===== config.mk =====
export PLATFORM = sky130hd
export DESIGN_NAME = tmk_ctrl
export DESIGN_NICKNAME = d
export VERILOG_FILES = /design/src/rtl/core/tmk_pkg.sv /design/src/rtl/core/tmk_ctrl.sv
export SDC_FILE = /design/constraint.sdc
export NUM_CORES = 1
export LEC_CHECK = 0
export BUFFER_PORTS_ARGS = -buffer_cell sky130_fd_sc_hd__buf_2
export CAP_MARGIN = 20
export CORE_AREA = 5 5 42 44
export DETAILED_ROUTE_END_ITERATION = 10
export DIE_AREA = 0 0 47 49
export PLACE_DENSITY_LB_ADDON = 0.1
export SLEW_MARGIN = 0
export SYNTH_ARGS = -nofsm -noshare
export SYNTH_HDL_FRONTEND = slang
export SYNTH_SLANG_ARGS = --single-unit

===== constraint.sdc =====
create_clock -name i_clk -period 1.2 [get_ports i_clk]
set_input_delay 0.12 -clock i_clk [delete_from_list [all_inputs] [get_ports i_clk]]
set_output_delay 0.12 -clock i_clk [all_outputs]
set_load 0.01 [all_outputs]

===== src/rtl/core/tmk_pkg.sv =====
// Shared types and constants for the top-M magnitude keep unit.
// No dependencies; imported by every module under rtl/core.
`default_nettype none

package tmk_pkg;

    // Frame capacity and coefficient format
    localparam int MAX_POINTS = 64;
    localparam int COEF_WIDTH = 16;

    // Derived widths
    localparam int IDX_W  = $clog2(MAX_POINTS);        // coefficient index / rank
    localparam int CNT_W  = $clog2(MAX_POINTS + 1);    // fill count, 0..MAX_POINTS
    localparam int KEEP_W = 7;                         // keep_count register
    localparam int MAG_W  = 2 * COEF_WIDTH;            // squared magnitude
    localparam int NGRP   = (MAX_POINTS + 7) / 8;      // popcount groups of eight
    localparam int GCNT_W = 4;                         // 0..8 per group

    // Input transfer payload
    typedef struct packed {
        logic signed [COEF_WIDTH-1:0] coef_real;
        logic signed [COEF_WIDTH-1:0] coef_imag;
        logic                         frame_last;
    } t_in_item;

    // Result transfer payload
    typedef struct packed {
        logic signed [COEF_WIDTH-1:0] out_real;
        logic signed [COEF_WIDTH-1:0] out_imag;
        logic [IDX_W-1:0]             bin_index;
        logic                         out_last;
        logic                         overflow;
    } t_out_item;

    // Controller to datapath commands
    typedef struct packed {
        logic load;     // capture input item
        logic drop;     // frame full: flag the dropped item
        logic mag;      // register the two squares
        logic cmp;      // compare against stored cells, store entry
        logic part;     // partial popcounts of the compare vector
        logic sum;      // final rank of the new entry, bump the count
        logic rd;       // read one stored entry for output
        logic clear;    // end of frame: reset count and drop flag
    } t_dp_cmd;

    // Datapath to controller status
    typedef struct packed {
        logic full;     // MAX_POINTS entries stored
        logic last;     // captured item carries the frame marker
        logic rd_final; // current read address is the last entry
    } t_dp_stat;

endpackage

`default_nettype wire


===== src/rtl/core/tmk_ctrl.sv =====
// Controller state machine for the top-M magnitude keep unit.
// Depends on tmk_pkg; drives tmk_datapath through t_dp_cmd.
`default_nettype none

module tmk_ctrl (
    input  wire logic             i_clk,
    input  wire logic             i_rst_n,
    input  wire logic             i_start,
    input  wire logic             i_last,
    input  wire tmk_pkg::t_dp_stat i_stat,
    output tmk_pkg::t_dp_cmd      o_cmd,
    output logic                  o_busy
);
    import tmk_pkg::*;

    localparam logic [2:0] ST_IDLE = 3'd0;
    localparam logic [2:0] ST_MAG  = 3'd1;
    localparam logic [2:0] ST_CMP  = 3'd2;
    localparam logic [2:0] ST_PART = 3'd3;
    localparam logic [2:0] ST_SUM  = 3'd4;
    localparam logic [2:0] ST_EMIT = 3'd5;

    logic [2:0] r_state;
    logic [2:0] n_state;

    // State register
    always_ff @(posedge i_clk) begin
        if (!i_rst_n) begin
            r_state <= ST_IDLE;
        end else begin
            r_state <= n_state;
        end
    end

    // Next state and commands
    always_comb begin
        n_state = r_state;
        o_cmd   = '0;
        unique case (r_state)
            ST_IDLE: begin
                if (i_start) begin
                    o_cmd.load = 1'b1;
                    if (i_stat.full) begin
                        o_cmd.drop = 1'b1;
                        if (i_last) begin
                            n_state = ST_EMIT;
                        end
                    end else begin
                        n_state = ST_MAG;
                    end
                end
            end
            ST_MAG: begin
                o_cmd.mag = 1'b1;
                n_state   = ST_CMP;
            end
            ST_CMP: begin
                o_cmd.cmp = 1'b1;
                n_state   = ST_PART;
            end
            ST_PART: begin
                o_cmd.part = 1'b1;
                n_state    = ST_SUM;
            end
            ST_SUM: begin
                o_cmd.sum = 1'b1;
                n_state   = i_stat.last ? ST_EMIT : ST_IDLE;
            end
            ST_EMIT: begin
                o_cmd.rd = 1'b1;
                if (i_stat.rd_final) begin
                    o_cmd.clear = 1'b1;
                    n_state     = ST_IDLE;
                end
            end
            default: begin
                n_state = ST_IDLE;
            end
        endcase
    end

    assign o_busy = (r_state != ST_IDLE);

endmodule

`default_nettype wire


==> impl_metrics.json <==
{
  "crit_start": "r_state[0]",
  "clk_pin_slew_ns": 0.03,
  "placed_cells": 60,
  "io_pins": 16,
  "pwr_density_cell_mw_per_mm2": 1655,
  "drive_above_1_share_pct": 69.81,
  "maxSlewViolCount": 0,
  "largest_register": "r_state",
  "hold_path.class": "primary input to register",
  "portBuffers": 15,
  "seq_area_frac_synth_pct": 21.92,
  "register_area_sq_um": 71.32,
  "p_clk_share_pct": 22.8,
  "async_flop_share_pct": 0,
  "synth_edf_count": 0,
  "leakagePower_nw": 0.2261,
  "rr_startpoint": "r_state[0]",
  "hold_ws_ns": 0.1531,
  "grt_max_degree": 10,
  "grt_util_all_layers_pct": 7.530,
  "synthTopCellsByCount": "3 x dfxtp_1, 3 x inv_1, 3 x nor2_1",
  "relSlewSlack_pct": 84.66,
  "ys_ff_latch": 3,
  "h-tree-depth": 1,
  "cts_root_buffer": "clkbuf_4",
  "areaGrowthSynthToFinish_pct": 66.21,
  "finalCritPeriodShare_pct": 103.3,
  "min_to": "r_state[0]",
  "post_drt_wl_per_cell_um": 10.68,
  "setup_ws_ns": -0.04004,
  "netlist_area_sq_um": 274.0,
  "ant_nets": 0,
  "cts_buffer_depth": 2,
  "start_util_pct": 19.55,
  "cts_tree": "done",
  "cp-end-kind": "output port",
  "dp_hpwl_um": 556,
  "grt_pass1_wl_mm": 1.200,
  "drc": 0,
  "synth.distinct_cells": 22,
  "gp_congestion": 0.7860,
  "finalSetupViolations": 4,
  "critPathRequiredTime_ns": 1.08,
  "die-area_sq_mm": 0.002303,
  "clkSinkCount": 3,
  "r2r-end": "r_state[2]",
  "grt_pass1_vias": 287,
  "postSynthCellCount": 31,
  "vias": 298,
  "initialDrtViolationCount": 3,
  "violations": "setup timing",
  "clk_latency_ns": 0.23,
  "die_x_um": 47,
  "dp_slack_ns": 0.06748,
  "timing.fmax_mhz": 806.4,
  "comb_power_share_pct": 51.2,
  "p_sw_w": 0.0002868,
  "switching_share_pct": 38.05,
  "dr.pass1.iters": 2,
  "critPathArrivalTime_ns": 1.12,
  "yosysTopAreaCellShare_pct": 21.92,
  "total_power_w": 0.0007537,
  "nets": 61,
  "seq_power_share_pct": 26.0,
  "largest_reg_flops": 3,
  "avgSynthCellArea_sq_um": 8.839,
  "cts.hold.buffers_added": 0,
  "min_path_cells": 3,
  "reg2reg_depth": 5,
  "post-route-min-period_ns": 1.240,
  "fillers": 158,
  "p_int_w": 0.0004669,
  "viasPerCell": 4.319,
  "vdd_drop_max_mv": 0.5433,
  "hold_start": "i_rst_n",
  "outcome": "complete, but fails checks",
  "rows": 14,
  "finalHoldViolations": 0,
  "wl_um": 737,
  "multi_input_area_sq_um": 190.2,
  "yosys.area.top_type": "dfxtp_1",
  "crit_fanout": 6,
  "rrSetupSlack_ns": 0.05,
  "drv_cap": 0,
  "ys.flop_type": "dfxtp_1",
  "die_h_um": 49,
  "synth_warnings": 0,
  "rsz0062_at_grt": "true",
  "critPathKind": "register to output port",
  "worst_pin_slew_ns": 0.2280,
  "core_sq_mm": 0.001401,
  "start_kind": "register",
  "cts-buffers-inserted": 3,
  "antenna_cells": 0,
  "synth_nets": 38,
  "instances_no_fill": 69,
  "reg_top3": "r_state: 3 flops",
  "antenna_found_initial": 0,
  "fin_worst_skew_ns": 0.0002155,
  "overflow": 0,
  "yosys-top-cells-area": "dfxtp_1 22%, buf_6 8.2%, a21oi_4 5.9%"
}
[critical path, cell delays in order, from the launching register on]
cell and delay, ns:
dfxtp_4 0.36, nor3_4 0.22, and3_2 0.21, buf_6 0.10
[placed cells by master (no fill, tap or decap), drive strengths merged, types with 2 or more instances in the layout]
master / instances
nand2: 2
inv: 4
nor2: 3
buf: 20
dfxtp: 3
nor3b: 3
clkbuf: 4
and2: 2
[power groups by stage]
stage | Clock (W) | Combinational, W | Sequential, W
finish | 0.000172 | 0.000386 | 0.000196
global route | 0.000188 | 0.000426 | 0.000200
CTS | 0.000181 | 0.000352 | 0.000200
detailed placement | 0 | 0.000294 | 0.000188
global placement | 0 | 0.000295 | 0.000185
floorplan | 0 | 0.000267 | 0.000144
[layer usage]
layer	global-route usage, %	share of wire (%)	vias up
li1	-	-	151
met3	3.321	4.2	2
met5	0	0	-
met1	7.237	41	141
met4	5.530	0.68	0
met2	11.99	54	4
[stage by stage]
| step | utilization (%) | setup TNS, ns | cell area [sq um] |
|---|---|---|---|
| 6_report | 32.50 | -0.07847 | 455.4 |
| 5_1_grt | 32.50 | -0.3868 | 455.4 |
| 4_1_cts | 29.55 | -0.1335 | 414.1 |
| 3_5_place_dp | 24.73 | 0 | 346.6 |
| 3_3_place_gp | 24.73 | 0 | 346.6 |
| 2_1_floorplan | - | 0 | 274.0 |
[final cells by class]
cell class	instances	share of cell area [%]
clock buffers	4	5.769
well taps	16	4.396
repair buffers	20	29.12
flip-flops and latches	3	15.66
inverters	4	3.297
multi-input cells	22	41.76
[worst max-delay path by stage]
stage,endpoint,slack (ns)
after detailed placement,o_cmd[0],0.07
after global placement,r_state[0],0.08
after CTS,o_cmd[6],-0.05
after floorplan,r_state[0],0.16
final,o_cmd[6],-0.04
after global routing,o_cmd[6],-0.10
[repair_timing]
item,4_1_cts,5_1_grt
gates resized for setup,10,4
endpoints found under the hold margin,0,0
setup buffers,2,3
pin swaps,2,0
setup endpoints to repair,8,6
[logic make-up after synthesis]
family                 Yosys count  share of synthesized area [%]
AO/OA/AOI/OAI                    5                          23.29
flip-flops                       3                          21.92
AND/OR/NAND/NOR                 17                          41.10
buffers and inverters            6                          13.70
Note: power is estimated with default switching activity, not from simulation.
